**config.mk**
```make
export PLATFORM = sky130hd
export DESIGN_NAME = masked_vector_distance
export DESIGN_NICKNAME = d
export VERILOG_FILES = /design/src/design/mvd_pkg.sv /design/src/design/mvd_div.sv /design/src/design/mvd_datapath.sv /design/src/design/mvd_ctrl.sv /design/src/design/masked_vector_distance.sv
export SDC_FILE = /design/constraint.sdc
export NUM_CORES = 2
export LEC_CHECK = 0
export BUFFER_PORTS_ARGS = -buffer_cell sky130_fd_sc_hd__buf_2
export CAP_MARGIN = 20
export CORE_AREA = 2 2 491 493
export CTS_CLUSTER_DIAMETER = 50
export DETAILED_ROUTE_END_ITERATION = 7
export DIE_AREA = 0 0 493 495
export PLACE_DENSITY = 0.64
export RECOVER_POWER = 100
export SYNTH_ARGS = -nofsm -noshare
export SYNTH_HDL_FRONTEND = slang
export SYNTH_SLANG_ARGS = --single-unit
export TNS_END_PERCENT = 5
```
**constraint.sdc**
```tcl
create_clock -name clk_i -period 22.4 [get_ports clk_i]
set_input_delay 4.48 -clock clk_i [delete_from_list [all_inputs] [get_ports clk_i]]
set_output_delay 4.48 -clock clk_i [all_outputs]
set_load 0.01 [all_outputs]
```
**src/design/mvd_pkg.sv**
```systemverilog
// Shared types and constants for the masked vector distance block.
// Holds metric and register codes and the control/status structs.
// Depends on nothing; every other design file imports it.
`timescale 1ns / 1ps

package mvd_pkg;

  // Field widths fixed by the interface.
  localparam int DATA_W          = 32;
  localparam int DIST_W          = 48;
  localparam int USED_W          = 13;
  localparam int FRAC_W          = 16;
  localparam int CFG_IDX_W       = 2;
  localparam int CFG_DATA_W      = 3;
  localparam int MAX_COLUMNS_DEF = 4096;

  // A Canberra term is at most 1.0 in Q.16, so it needs 17 quotient bits.
  localparam int CB_TERM_W  = 17;
  // The root of a 64-bit value times 2^16 has 40 bits, one per step.
  localparam int SQRT_STEPS = 40;

  typedef enum logic [2:0] {
    METRIC_EUCLID  = 3'd0,
    METRIC_MANHAT  = 3'd1,
    METRIC_CHEBY   = 3'd2,
    METRIC_HAMMING = 3'd3,
    METRIC_CANB    = 3'd4,
    METRIC_BRAY    = 3'd5
  } metric_e;

  typedef enum logic [CFG_IDX_W-1:0] {
    CFG_METRIC = 2'd0,
    CFG_IGNORE = 2'd1
  } cfg_reg_e;

  // Commands from the controller to the datapath.
  typedef struct packed {
    logic capture;
    logic prep;
    logic cb_start;
    logic acc;
    logic fin;
    logic mul_step;
    logic div_start;
    logic sqrt_load;
    logic sqrt_step;
    logic out_load;
  } mvd_cmd_t;

  // Status from the datapath to the controller.
  typedef struct packed {
    logic take;
    logic last;
    logic fin_undef;
    logic use_mul;
    logic use_div;
    logic use_sqrt;
    logic div_busy;
    logic out_free;
  } mvd_status_t;

endpackage

```
**src/design/mvd_div.sv**
```systemverilog
// Restoring divider, one quotient bit per cycle.
// Used for Canberra terms and for the final rescale and ratio divisions.
// Depends on mvd_pkg.
`timescale 1ns / 1ps

module mvd_div
  import mvd_pkg::*;
#(
  parameter int NW = 64,
  parameter int DW = 46,
  parameter int SW = 7
) (
  input  logic          clk_i,
  input  logic          rst_ni,
  input  logic          start_i,
  input  logic [DW:0]   rem0_i,
  input  logic [NW-1:0] num0_i,
  input  logic [DW-1:0] den_i,
  input  logic [SW-1:0] steps_i,
  output logic          busy_o,
  output logic [NW:0]   quo_o
);

  logic [DW:0]   rem_q, rem_d;
  logic [NW-1:0] num_q;
  logic [NW:0]   quo_q;
  logic [DW-1:0] den_q;
  logic [SW-1:0] cnt_q;
  logic          busy_q;
  logic          ge;
  logic [DW:0]   diff;

  // Compare and subtract, then shift the next dividend bit in.
  always_comb begin
    ge    = rem_q >= {1'b0, den_q};
    diff  = ge ? (rem_q - {1'b0, den_q}) : rem_q;
    rem_d = {diff[DW-1:0], num_q[NW-1]};
  end

  // Control state.
  always_ff @(posedge clk_i or negedge rst_ni) begin
    if (!rst_ni) begin
      busy_q <= 1'b0;
      cnt_q  <= '0;
    end else if (start_i) begin
      busy_q <= 1'b1;
      cnt_q  <= steps_i;
    end else if (busy_q) begin
      cnt_q <= cnt_q - 1'b1;
      if (cnt_q == SW'(1)) begin
        busy_q <= 1'b0;
      end
    end
  end

  // Operand and quotient registers.
  always_ff @(posedge clk_i) begin
    if (start_i) begin
      rem_q <= rem0_i;
      num_q <= num0_i;
      den_q <= den_i;
      quo_q <= '0;
    end else if (busy_q) begin
      rem_q <= rem_d;
      num_q <= {num_q[NW-2:0], 1'b0};
      quo_q <= {quo_q[NW-1:0], ge};
    end
  end

  assign busy_o = busy_q;
  assign quo_o  = quo_q;

endmodule

```
**src/design/mvd_datapath.sv**
```systemverilog
// Datapath: input capture, per-column sums, final multiply, divide and root.
// Holds the configuration registers and the result register.
// Depends on mvd_pkg and mvd_div.
`timescale 1ns / 1ps

module mvd_datapath
  import mvd_pkg::*;
#(
  parameter int MAX_COLUMNS = MAX_COLUMNS_DEF
) (
  input  logic                    clk_i,
  input  logic                    rst_ni,
  input  mvd_cmd_t                cmd_i,
  output mvd_status_t             status_o,
  input  logic                    cfg_we_i,
  input  logic [CFG_IDX_W-1:0]    cfg_index_i,
  input  logic [CFG_DATA_W-1:0]   cfg_data_i,
  input  logic signed [DATA_W-1:0] a_value_i,
  input  logic signed [DATA_W-1:0] b_value_i,
  input  logic                    a_present_i,
  input  logic                    b_present_i,
  input  logic                    last_i,
  input  logic                    out_stall_i,
  output logic                    out_valid_o,
  output logic [DIST_W-1:0]       distance_o,
  output logic                    undefined_o,
  output logic [USED_W-1:0]       used_columns_o,
  output logic                    too_long_o
);

  localparam int CW  = $clog2(MAX_COLUMNS + 2);
  localparam int ADW = DATA_W + CW;
  localparam int SQW = 2 * DATA_W - FRAC_W + CW;
  localparam int CBW = CB_TERM_W + CW;
  localparam int MGW = DATA_W + 1 + CW;
  localparam int NW  = (SQW + CW > 64) ? (SQW + CW) : 64;
  localparam int DW  = MGW;
  localparam int SW  = $clog2(NW + 2);
  localparam int RTW = SQRT_STEPS;
  localparam int RMW = RTW + 3;

  // Configuration registers.
  logic [2:0] metric_q;
  logic       ignore_q;

  always_ff @(posedge clk_i or negedge rst_ni) begin
    if (!rst_ni) begin
      metric_q <= METRIC_EUCLID;
      ignore_q <= 1'b0;
    end else if (cfg_we_i) begin
      unique case (cfg_index_i)
        CFG_METRIC: metric_q <= cfg_data_i[2:0];
        CFG_IGNORE: ignore_q <= cfg_data_i[0];
        default: ;
      endcase
    end
  end

  // Captured column and its derived values.
  logic signed [DATA_W-1:0] a_q, b_q;
  logic                     pres_q, last_q;
  logic [DATA_W-1:0]        d_q;
  logic [DATA_W:0]          mag_q;
  logic [2*DATA_W-FRAC_W-1:0] sq_q;

  logic signed [DATA_W:0] ax, bx, diff;
  logic [DATA_W-1:0]      d_c, aabs, babs;
  logic [2*DATA_W-1:0]    sq_full;

  always_comb begin
    ax      = {a_q[DATA_W-1], a_q};
    bx      = {b_q[DATA_W-1], b_q};
    diff    = ax - bx;
    d_c     = diff[DATA_W] ? DATA_W'(-diff) : diff[DATA_W-1:0];
    aabs    = a_q[DATA_W-1] ? DATA_W'(-ax) : DATA_W'(ax);
    babs    = b_q[DATA_W-1] ? DATA_W'(-bx) : DATA_W'(bx);
    sq_full = d_q * d_q;
  end

  always_ff @(posedge clk_i) begin
    if (cmd_i.capture) begin
      a_q <= a_value_i;
      b_q <= b_value_i;
    end
    if (cmd_i.prep) begin
      d_q   <= d_c;
      mag_q <= {1'b0, aabs} + {1'b0, babs};
    end
    if (cmd_i.cb_start) begin
      sq_q <= sq_full[2*DATA_W-1:FRAC_W];
    end
  end

  always_ff @(posedge clk_i or negedge rst_ni) begin
    if (!rst_ni) begin
      pres_q <= 1'b0;
      last_q <= 1'b0;
    end else if (cmd_i.capture) begin
      pres_q <= a_present_i & b_present_i;
      last_q <= last_i;
    end
  end

  // Divider shared by the Canberra terms and the final division.
  logic [NW-1:0] prod_q, mcand_q;
  logic [CW-1:0] mplier_q;
  logic [DW-1:0] den_q;
  logic [DW:0]   div_rem0;
  logic [NW-1:0] div_num0;
  logic [DW-1:0] div_den;
  logic [SW-1:0] div_steps;
  logic          div_busy;
  logic [NW:0]   quo;

  always_comb begin
    if (cmd_i.cb_start) begin
      div_rem0  = (DW + 1)'(d_q);
      div_num0  = '0;
      div_den   = DW'(mag_q);
      div_steps = SW'(CB_TERM_W);
    end else begin
      div_rem0  = '0;
      div_num0  = prod_q;
      div_den   = den_q;
      div_steps = SW'(NW + 1);
    end
  end

  mvd_div #(
    .NW(NW),
    .DW(DW),
    .SW(SW)
  ) u_div (
    .clk_i  (clk_i),
    .rst_ni (rst_ni),
    .start_i(cmd_i.cb_start | cmd_i.div_start),
    .rem0_i (div_rem0),
    .num0_i (div_num0),
    .den_i  (div_den),
    .steps_i(div_steps),
    .busy_o (div_busy),
    .quo_o  (quo)
  );

  // Row accumulators.
  logic [CW-1:0]     total_q, used_q, unequal_q;
  logic [ADW-1:0]    abs_q;
  logic [SQW-1:0]    sqs_q;
  logic [DATA_W-1:0] max_q;
  logic [CBW-1:0]    canb_q;
  logic [MGW-1:0]    magsum_q;
  logic              miss_q;
  logic              in_range;

  assign in_range = total_q < CW'(MAX_COLUMNS);

  always_ff @(posedge clk_i or negedge rst_ni) begin
    if (!rst_ni) begin
      total_q   <= '0;
      used_q    <= '0;
      unequal_q <= '0;
      abs_q     <= '0;
      sqs_q     <= '0;
      max_q     <= '0;
      canb_q    <= '0;
      magsum_q  <= '0;
      miss_q    <= 1'b0;
    end else if (cmd_i.out_load) begin
      total_q   <= '0;
      used_q    <= '0;
      unequal_q <= '0;
      abs_q     <= '0;
      sqs_q     <= '0;
      max_q     <= '0;
      canb_q    <= '0;
      magsum_q  <= '0;
      miss_q    <= 1'b0;
    end else if (cmd_i.acc) begin
      if (in_range) begin
        if (pres_q) begin
          used_q   <= used_q + 1'b1;
          abs_q    <= abs_q + ADW'(d_q);
          sqs_q    <= sqs_q + SQW'(sq_q);
          magsum_q <= magsum_q + MGW'(mag_q);
          if (d_q > max_q) begin
            max_q <= d_q;
          end
          if (d_q != '0) begin
            unequal_q <= unequal_q + 1'b1;
          end
          if (mag_q != '0) begin
            canb_q <= canb_q + CBW'(quo[CB_TERM_W-1:0]);
          end
        end else begin
          miss_q <= 1'b1;
        end
      end
      if (total_q <= CW'(MAX_COLUMNS)) begin
        total_q <= total_q + 1'b1;
      end
    end
  end

  // Final decisions on the row.
  logic fin_undef, rescale, too_long;

  always_comb begin
    too_long  = total_q > CW'(MAX_COLUMNS);
    fin_undef = too_long || (used_q == '0) || (miss_q && !ignore_q) ||
                (metric_q > METRIC_BRAY) ||
                ((metric_q == METRIC_BRAY) && (magsum_q == '0));
    rescale   = ignore_q && (used_q != total_q);
  end

  // Final operand setup and shift-and-add multiply by the column ratio.
  logic undef_q;

  always_ff @(posedge clk_i) begin
    if (cmd_i.fin) begin
      undef_q  <= fin_undef;
      prod_q   <= '0;
      mplier_q <= rescale ? total_q : CW'(1);
      den_q    <= rescale ? DW'(used_q) : DW'(1);
      priority case (metric_q)
        METRIC_EUCLID: mcand_q <= NW'(sqs_q);
        METRIC_CANB:   mcand_q <= NW'(canb_q);
        default:       mcand_q <= NW'(abs_q);
      endcase
      if (metric_q == METRIC_HAMMING) begin
        prod_q <= NW'(unequal_q) << FRAC_W;
        den_q  <= DW'(used_q);
      end else if (metric_q == METRIC_BRAY) begin
        prod_q <= NW'(abs_q) << FRAC_W;
        den_q  <= magsum_q;
      end
    end else if (cmd_i.mul_step) begin
      if (mplier_q[0]) begin
        prod_q <= prod_q + mcand_q;
      end
      mcand_q  <= mcand_q << 1;
      mplier_q <= mplier_q >> 1;
    end
  end

  // Square root by the digit method, two radicand bits per step.
  logic [RTW+FRAC_W*2+8-1:0] sx_q;
  logic [RMW-1:0]            rem_q, rem_sh, trial;
  logic [RTW-1:0]            root_q;
  logic [63:0]               q_sat64;

  always_comb begin
    q_sat64 = (|quo[NW:64]) ? '1 : quo[63:0];
    rem_sh  = {rem_q[RMW-3:0], sx_q[$bits(sx_q)-1 -: 2]};
    trial   = RMW'({root_q, 2'b01});
  end

  always_ff @(posedge clk_i) begin
    if (cmd_i.sqrt_load) begin
      sx_q   <= {q_sat64, {FRAC_W{1'b0}}};
      rem_q  <= '0;
      root_q <= '0;
    end else if (cmd_i.sqrt_step) begin
      sx_q <= sx_q << 2;
      if (rem_sh >= trial) begin
        rem_q  <= rem_sh - trial;
        root_q <= {root_q[RTW-2:0], 1'b1};
      end else begin
        rem_q  <= rem_sh;
        root_q <= {root_q[RTW-2:0], 1'b0};
      end
    end
  end

  // Result register and its valid flag.
  logic [DIST_W-1:0] dist_c;
  logic              out_valid_q;

  always_comb begin
    if (undef_q) begin
      dist_c = '0;
    end else if (metric_q == METRIC_CHEBY) begin
      dist_c = DIST_W'(max_q);
    end else if (metric_q == METRIC_EUCLID) begin
      dist_c = DIST_W'(root_q);
    end else begin
      dist_c = (|quo[NW:DIST_W]) ? '1 : quo[DIST_W-1:0];
    end
  end

  always_ff @(posedge clk_i or negedge rst_ni) begin
    if (!rst_ni) begin
      out_valid_q <= 1'b0;
    end else if (cmd_i.out_load) begin
      out_valid_q <= 1'b1;
    end else if (!out_stall_i) begin
      out_valid_q <= 1'b0;
    end
  end

  always_ff @(posedge clk_i) begin
    if (cmd_i.out_load) begin
      distance_o     <= dist_c;
      undefined_o    <= undef_q;
      used_columns_o <= USED_W'(used_q);
      too_long_o     <= too_long;
    end
  end

  assign out_valid_o = out_valid_q;

  // Status toward the controller.
  always_comb begin
    status_o.take      = pres_q && in_range;
    status_o.last      = last_q;
    status_o.fin_undef = fin_undef;
    status_o.use_mul   = (metric_q == METRIC_EUCLID) || (metric_q == METRIC_MANHAT) ||
                         (metric_q == METRIC_CANB);
    status_o.use_div   = metric_q != METRIC_CHEBY;
    status_o.use_sqrt  = metric_q == METRIC_EUCLID;
    status_o.div_busy  = div_busy;
    status_o.out_free  = !out_valid_q || !out_stall_i;
  end

endmodule

```
**src/design/mvd_ctrl.sv**
```systemverilog
// Controller state machine sequencing column updates and the row result.
// Drives commands to the datapath and the input stall.
// Depends on mvd_pkg.
`timescale 1ns / 1ps

module mvd_ctrl
  import mvd_pkg::*;
#(
  parameter int MAX_COLUMNS = MAX_COLUMNS_DEF
) (
  input  logic        clk_i,
  input  logic        rst_ni,
  input  logic        in_valid_i,
  output logic        in_stall_o,
  input  mvd_status_t status_i,
  output mvd_cmd_t    cmd_o
);

  localparam int CW   = $clog2(MAX_COLUMNS + 2);
  localparam int CNTW = $clog2(((CW > SQRT_STEPS) ? CW : SQRT_STEPS) + 1);

  typedef enum logic [3:0] {
    ST_IDLE,
    ST_PREP,
    ST_CB,
    ST_CBW,
    ST_ACC,
    ST_FIN,
    ST_MUL,
    ST_DIVS,
    ST_DIVW,
    ST_SQL,
    ST_SQ,
    ST_OUT
  } state_e;

  state_e          state_q;
  logic [CNTW-1:0] cnt_q;
  logic            stall_q;
  logic            accept;

  assign accept     = in_valid_i && !stall_q;
  assign in_stall_o = stall_q;

  // State, step counter and the registered stall.
  always_ff @(posedge clk_i or negedge rst_ni) begin
    if (!rst_ni) begin
      state_q <= ST_IDLE;
      cnt_q   <= '0;
      stall_q <= 1'b0;
    end else begin
      unique case (state_q)
        ST_IDLE: begin
          if (accept) begin
            state_q <= ST_PREP;
            stall_q <= 1'b1;
          end
        end
        ST_PREP: state_q <= status_i.take ? ST_CB : ST_ACC;
        ST_CB:   state_q <= ST_CBW;
        ST_CBW: begin
          if (!status_i.div_busy) begin
            state_q <= ST_ACC;
          end
        end
        ST_ACC: begin
          if (status_i.last) begin
            state_q <= ST_FIN;
          end else begin
            state_q <= ST_IDLE;
            stall_q <= 1'b0;
          end
        end
        ST_FIN: begin
          if (status_i.fin_undef || !status_i.use_div) begin
            state_q <= ST_OUT;
          end else if (status_i.use_mul) begin
            state_q <= ST_MUL;
            cnt_q   <= CNTW'(CW);
          end else begin
            state_q <= ST_DIVS;
          end
        end
        ST_MUL: begin
          cnt_q <= cnt_q - 1'b1;
          if (cnt_q == CNTW'(1)) begin
            state_q <= ST_DIVS;
          end
        end
        ST_DIVS: state_q <= ST_DIVW;
        ST_DIVW: begin
          if (!status_i.div_busy) begin
            state_q <= status_i.use_sqrt ? ST_SQL : ST_OUT;
          end
        end
        ST_SQL: begin
          state_q <= ST_SQ;
          cnt_q   <= CNTW'(SQRT_STEPS);
        end
        ST_SQ: begin
          cnt_q <= cnt_q - 1'b1;
          if (cnt_q == CNTW'(1)) begin
            state_q <= ST_OUT;
          end
        end
        ST_OUT: begin
          if (status_i.out_free) begin
            state_q <= ST_IDLE;
            stall_q <= 1'b0;
          end
        end
        default: state_q <= ST_IDLE;
      endcase
    end
  end

  // Command decode from the current state, the input handshake and the output space.
  always_comb begin
    cmd_o           = '0;
    cmd_o.capture   = accept;
    cmd_o.prep      = state_q == ST_PREP;
    cmd_o.cb_start  = state_q == ST_CB;
    cmd_o.acc       = state_q == ST_ACC;
    cmd_o.fin       = state_q == ST_FIN;
    cmd_o.mul_step  = state_q == ST_MUL;
    cmd_o.div_start = state_q == ST_DIVS;
    cmd_o.sqrt_load = state_q == ST_SQL;
    cmd_o.sqrt_step = state_q == ST_SQ;
    cmd_o.out_load  = (state_q == ST_OUT) && status_i.out_free;
  end

endmodule

```
**src/design/masked_vector_distance.sv**
```systemverilog
// Top level of the masked vector distance block.
// Joins the controller and the datapath; depends on mvd_pkg, mvd_ctrl, mvd_datapath.
//
//   Channel   Handshake            Payload
//   input     in_valid_i/stall_o   a_value, b_value, a_present, b_present, last
//   output    out_valid_o/stall_i  distance, undefined, used_columns, too_long
//   config    cfg_valid_i/ready_o  cfg_index_i, cfg_data_i
//
// A column passes through the idle, prep and accumulate states when missing or
// out of range. A used column also runs its Canberra term through the shared
// restoring divider in 17 steps, after a start state, in a state that waits for
// the divider to finish. The last column then sets up the result; an undefined
// row goes straight to output. Otherwise Euclidean, Manhattan and Canberra
// multiply by the column ratio, and every metric except Chebyshev divides: a
// start state, then a wait for 75 quotient steps at the default column limit.
// Euclidean then adds a square root. The output state waits while the previous
// result is stalled. Reset clears all sums at once.
// A waiting result does not stop the next row until that row's last column.
`timescale 1ns / 1ps

module masked_vector_distance
  import mvd_pkg::*;
#(
  parameter int MAX_COLUMNS = MAX_COLUMNS_DEF
) (
  input  logic                    clk_i,
  input  logic                    rst_ni,
  input  logic                    in_valid_i,
  output logic                    in_stall_o,
  input  logic signed [DATA_W-1:0] a_value_i,
  input  logic signed [DATA_W-1:0] b_value_i,
  input  logic                    a_present_i,
  input  logic                    b_present_i,
  input  logic                    last_i,
  output logic                    out_valid_o,
  input  logic                    out_stall_i,
  output logic [DIST_W-1:0]       distance_o,
  output logic                    undefined_o,
  output logic [USED_W-1:0]       used_columns_o,
  output logic                    too_long_o,
  input  logic                    cfg_valid_i,
  output logic                    cfg_ready_o,
  input  logic [CFG_IDX_W-1:0]    cfg_index_i,
  input  logic [CFG_DATA_W-1:0]   cfg_data_i
);

  mvd_cmd_t    cmd;
  mvd_status_t status;

  // Configuration writes are taken in any cycle.
  assign cfg_ready_o = 1'b1;

  mvd_ctrl #(
    .MAX_COLUMNS(MAX_COLUMNS)
  ) u_ctrl (
    .clk_i     (clk_i),
    .rst_ni    (rst_ni),
    .in_valid_i(in_valid_i),
    .in_stall_o(in_stall_o),
    .status_i  (status),
    .cmd_o     (cmd)
  );

  mvd_datapath #(
    .MAX_COLUMNS(MAX_COLUMNS)
  ) u_datapath (
    .clk_i         (clk_i),
    .rst_ni        (rst_ni),
    .cmd_i         (cmd),
    .status_o      (status),
    .cfg_we_i      (cfg_valid_i & cfg_ready_o),
    .cfg_index_i   (cfg_index_i),
    .cfg_data_i    (cfg_data_i),
    .a_value_i     (a_value_i),
    .b_value_i     (b_value_i),
    .a_present_i   (a_present_i),
    .b_present_i   (b_present_i),
    .last_i        (last_i),
    .out_stall_i   (out_stall_i),
    .out_valid_o   (out_valid_o),
    .distance_o    (distance_o),
    .undefined_o   (undefined_o),
    .used_columns_o(used_columns_o),
    .too_long_o    (too_long_o)
  );

endmodule
```
==> flow_summary.rst <==
.. list-table::
   :header-rows: 1

   * - Metric
     - Value
   * - Critical path type
     - input port to flop
   * - DRC viols
     - 26
   * - Remaining Overflow, GRT
     - 0
   * - Area delta synth->final
     - 9.51%
   * - Cell-by-cell trace of the critical path
     - buf_2 > nand2_1 > nand4_1 > clkbuf_1 > clkinvlp_2 > nor2_4 > clkbuf_1 > clkbuf_1 > clkbuf_1 > a22o_1
   * - Crit Reg-Reg Startpoint
     - u_ctrl.state_q[0]$_DFFE_PN0P_
   * - Number of port buffers
     - 141
   * - Count of warnings emitted by yosys
     - 0
   * - Slew of the pin with the lowest slew margin
     - between 5 and 6 ns
   * - Start point of the worst hold path
     - u_datapath.rem_q[39]$_SDFFE_PP0N_
   * - Antenna violations before repair
     - 7
   * - Starting DRC count in detailed routing
     - 5875
   * - Number of levels the H-tree was split into
     - 4
   * - Cell Count, Final, Fillers Out
     - roughly 13k
   * - Total of max-cap violations
     - 43
   * - Part of the Yosys area used for sequential elements
     - 32.1%
   * - Final period utilization
     - 61.2%
   * - Cell area after technology mapping
     - between 90000 and 100000 µm²
   * - Total die area
     - between 200000 and 250000 µm²
   * - Register-to-Register Path Depth
     - 9
   * - Top library cells by usage in the layout, fill and taps aside
     - sky130_fd_sc_hd__inv_1, sky130_fd_sc_hd__nand2_1, sky130_fd_sc_hd__fa_1
   * - CP peak stage delay
     - 2.47 ns
   * - Count of vias placed by the detailed router
     - about 73k
   * - Number of max-slew violations in the final report
     - around 2.2k
   * - Unrepaired setup endpoints after global routing
     - no
   * - Maximum count of clock buffers along a single path
     - 3
   * - Most numerous cell on the critical path
     - sky130_fd_sc_hd__clkbuf_1
   * - Vias in the first global route
     - approximately 75k
   * - Count of hold buffers inserted by post-cts repair
     - 0
   * - Setup Buffers After CTS
     - 0
   * - Initial core utilization
     - approximately two fifths
   * - Overall global routing resource usage
     - 23.0%
   * - Half-perimeter wire length after placement
     - around 210000 µm
   * - Die Wd
     - 493 µm
   * - Clk Tree Root Cell
     - sky130_fd_sc_hd__clkbuf_16
   * - Final antenna-violating net count
     - 0
   * - Cell family with the largest share of critical-path delay
     - buffers and inverters
   * - Post-synthesis sequential element count
     - 1114
   * - WHS Endpoint
     - u_datapath.rem_q[39]$_SDFFE_PP0N_
   * - Path category of the worst min-delay check
     - flop to flop
   * - CTS tree
     - built
   * - Final RePlAce weighted congestion
     - just under 1
   * - Multi-input combinational cell area
     - between 50000 and 60000 µm²
   * - Most common cell after layout, fill and taps aside
     - sky130_fd_sc_hd__inv_1
   * - Hold-critical path depth
     - 1
   * - Proportion of layout cells with a drive suffix above 1
     - ~5%
   * - Gate count of the mapped netlist
     - just under 10k
   * - Number of endpoints failing setup at the final stage
     - 0
   * - Max Clock Freq
     - 0.0730 GHz
   * - Top_reg_cell synth
     - sky130_fd_sc_hd__edfxtp_1
   * - Post-Place Setup Slack
     - between 10 and 15 ns
   * - Detailed Route WL
     - 282000 µm
   * - Violated checks
     - design-rule violations, max-capacitance violations, max-slew violations
   * - DR vias/cell
     - approximately 5.5
   * - Total placed cells including tap cells
     - 12.9k
   * - Area taken by flip-flops and latches
     - ~30000 µm²
   * - Number of CTS-inserted buffers
     - ~160
   * - Synthesized area per cell
     - 9.57 µm²
   * - Reg-to-reg setup timing slack
     - slightly below 10 ns
   * - Global-route wire length before repair
     - between 400000 and 500000 µm
   * - Clock latency of the later-clocked register in the worst-skew pair
     - around 0.83 ns
   * - Largest net degree at the start of global routing
     - approximately 150
   * - Core footprint
     - 239000 µm²
   * - Distinct cell type count after synthesis
     - ~110
   * - Post-route core utilization
     - between 40% and 50%
   * - NumNets Final
     - 11.5k
   * - Data required time of the critical path
     - roughly 23 ns
   * - Cell type of the slowest stage on the worst timing path
     - sky130_fd_sc_hd__clkinvlp_2
   * - Nature of the critical path endpoint
     - flop
   * - Routed WL per cell
     - around 21 µm
   * - Post-Route Skew
     - 0.0629 ns
   * - Gates resized, CTS repair
     - 0
   * - Worst path bufs/invs
     - 6
   * - Element type at the critical path start
     - input port
   * - CP max FO
     - between 40 and 50
   * - TritonCTS sink count
     - 1114
   * - Sum of negative setup slack
     - 0 ns
   * - Status
     - complete, but fails checks
   * - Worst relative slew slack
     - -248%
   * - Die span in y
     - about 500 µm
   * - I/O pin total
     - between 100 and 150
   * - Net Count, Synth
     - ~12k
   * - Terminus of the critical flop-to-flop path
     - u_datapath.u_div.rem_q[26]$_DFFE_PP_
   * - Clock input transition at the sequential cells of the worst setup and hold paths
     - approximately 0.06 ns
   * - Number of synthesized flops with an enable pin
     - around 680
   * - Detailed-router iteration count before antenna repair
     - 8
   * - Setup slack after layout
     - just under 9 ns
   * - Final Hold Fails
     - 0
   * - Async S/R FF share, synth
     - about a quarter
   * - CP arrival
     - 14.41 ns
   * - Filler cell count in the final layout
     - 22.9k
   * - Final Critical Period
     - around 14 ns
   * - Std-Cell Rows
     - 180
## flip-flops by register name (all words and copies together) (netlist names), 45 cells and up
register	count
u_datapath.magsum_q	46
u_datapath.sq_q	48
u_datapath.u_div.quo_o	75
u_datapath.prod_q	74
u_datapath.mcand_q	74
u_datapath.distance_o	48
u_datapath.abs_q	45
u_datapath.u_div.rem_q	47
u_datapath.sx_q	64
u_datapath.u_div.num_q	74
u_datapath.den_q	46
u_datapath.u_div.den_q	46
u_datapath.sqs_q	61
## per-layer routing
layer / up-vias / GRT usage (%) / share of wire, %
met4: 4 / 7.48 / 3.4
li1: 33800 / - / -
met5: - / 0 / 0.012
met1: 36300 / 31.2 / 43
met2: 2650 / 37.4 / 46
met3: 515 / 3.91 / 7.4
## cells by family after synthesis
family / count (synthesis) / share of synthesized area (%)
mux: 195 / 2.07
flops: 1114 / 32.1
xor+xnor: 536 / 4.95
other cells: 1 / 0.00394
fa+ha+maj: 1500 / 26.1
buf+inv: 1777 / 7.05
compound gates: 2159 / 14.5
simple gates: 2652 / 13.2
## worst max path at each step
stage,from,endpoint,slack [ns],cells after the start
5_1_grt,out_stall_i,u_datapath.abs_q[17]$_DFFE_PN0P_,8.18,11
3_5_place_dp,u_datapath.d_q[6]$_DFFE_PN_,u_datapath.sq_q[47]$_DFFE_PP_,12.92,27
4_1_cts,u_datapath.d_q[6]$_DFFE_PN_,u_datapath.sq_q[47]$_DFFE_PP_,12.90,27
2_1_floorplan,in_valid_i,u_ctrl.state_q[2]$_DFFE_PN0P_,13.83,11
3_3_place_gp,u_datapath.d_q[24]$_DFFE_PN_,u_datapath.sq_q[46]$_DFFE_PP_,13.06,26
6_report,out_stall_i,u_datapath.sqs_q[16]$_DFFE_PN0P_,8.70,10
## synth_stat cells (56+ instances only)
cell type	number	share of area, %
sky130_fd_sc_hd__a21o_1	280	2.2
sky130_fd_sc_hd__a21oi_1	488	2.6
sky130_fd_sc_hd__nand2_1	1055	4.2
sky130_fd_sc_hd__nand3_1	136	0.72
sky130_fd_sc_hd__nand2b_1	61	0.40
sky130_fd_sc_hd__nand4_1	105	0.69
sky130_fd_sc_hd__xnor2_1	327	3.0
sky130_fd_sc_hd__o21bai_1	61	0.48
sky130_fd_sc_hd__a22o_1	114	1.1
sky130_fd_sc_hd__clkbuf_1	405	1.6
sky130_fd_sc_hd__edfxtp_1	678	21
sky130_fd_sc_hd__nor3_1	131	0.69
sky130_fd_sc_hd__mux2i_1	186	2.0
sky130_fd_sc_hd__nor2b_1	59	0.39
sky130_fd_sc_hd__o22ai_1	65	0.43
sky130_fd_sc_hd__dfxtp_1	156	3.3
sky130_fd_sc_hd__ha_1	694	9.1
sky130_fd_sc_hd__xor2_1	208	1.9
sky130_fd_sc_hd__nor2_1	522	2.1
sky130_fd_sc_hd__dfrtp_1	280	7.4
sky130_fd_sc_hd__o31ai_1	77	0.61
sky130_fd_sc_hd__o21a_1	72	0.57
sky130_fd_sc_hd__o21ai_0	569	3.0
sky130_fd_sc_hd__inv_1	1318	5.2
sky130_fd_sc_hd__fa_1	806	17
sky130_fd_sc_hd__and2_1	310	2.0
sky130_fd_sc_hd__nor4_1	56	0.37
## stage by stage
| step | hold WS, ns | instance area [µm²] |
|---|---|---|
| floorplan | 0.423 | 95100 |
| global placement | 0.458 | 99000 |
| detailed placement | 0.469 | 99000 |
| CTS | 0.483 | 105000 |
| global route | 0.492 | 104000 |
| finish | 0.479 | 104000 |
## final cells by class
class                      instances  share of cell area, %
clock buffer                     186                   3.94
antenna                            2                0.00481
timing repair buffer             242                   1.18
multi-input combinational       7043                   55.6
sequential                      1114                   29.3
clock inverter                   108                   1.32
tap                             3185                   3.83
inverter                        1332                   4.81
Power is left out: the tool's default activity adds up to more than one toggle a clock period on the data nets, which glitch-free logic cannot reach.
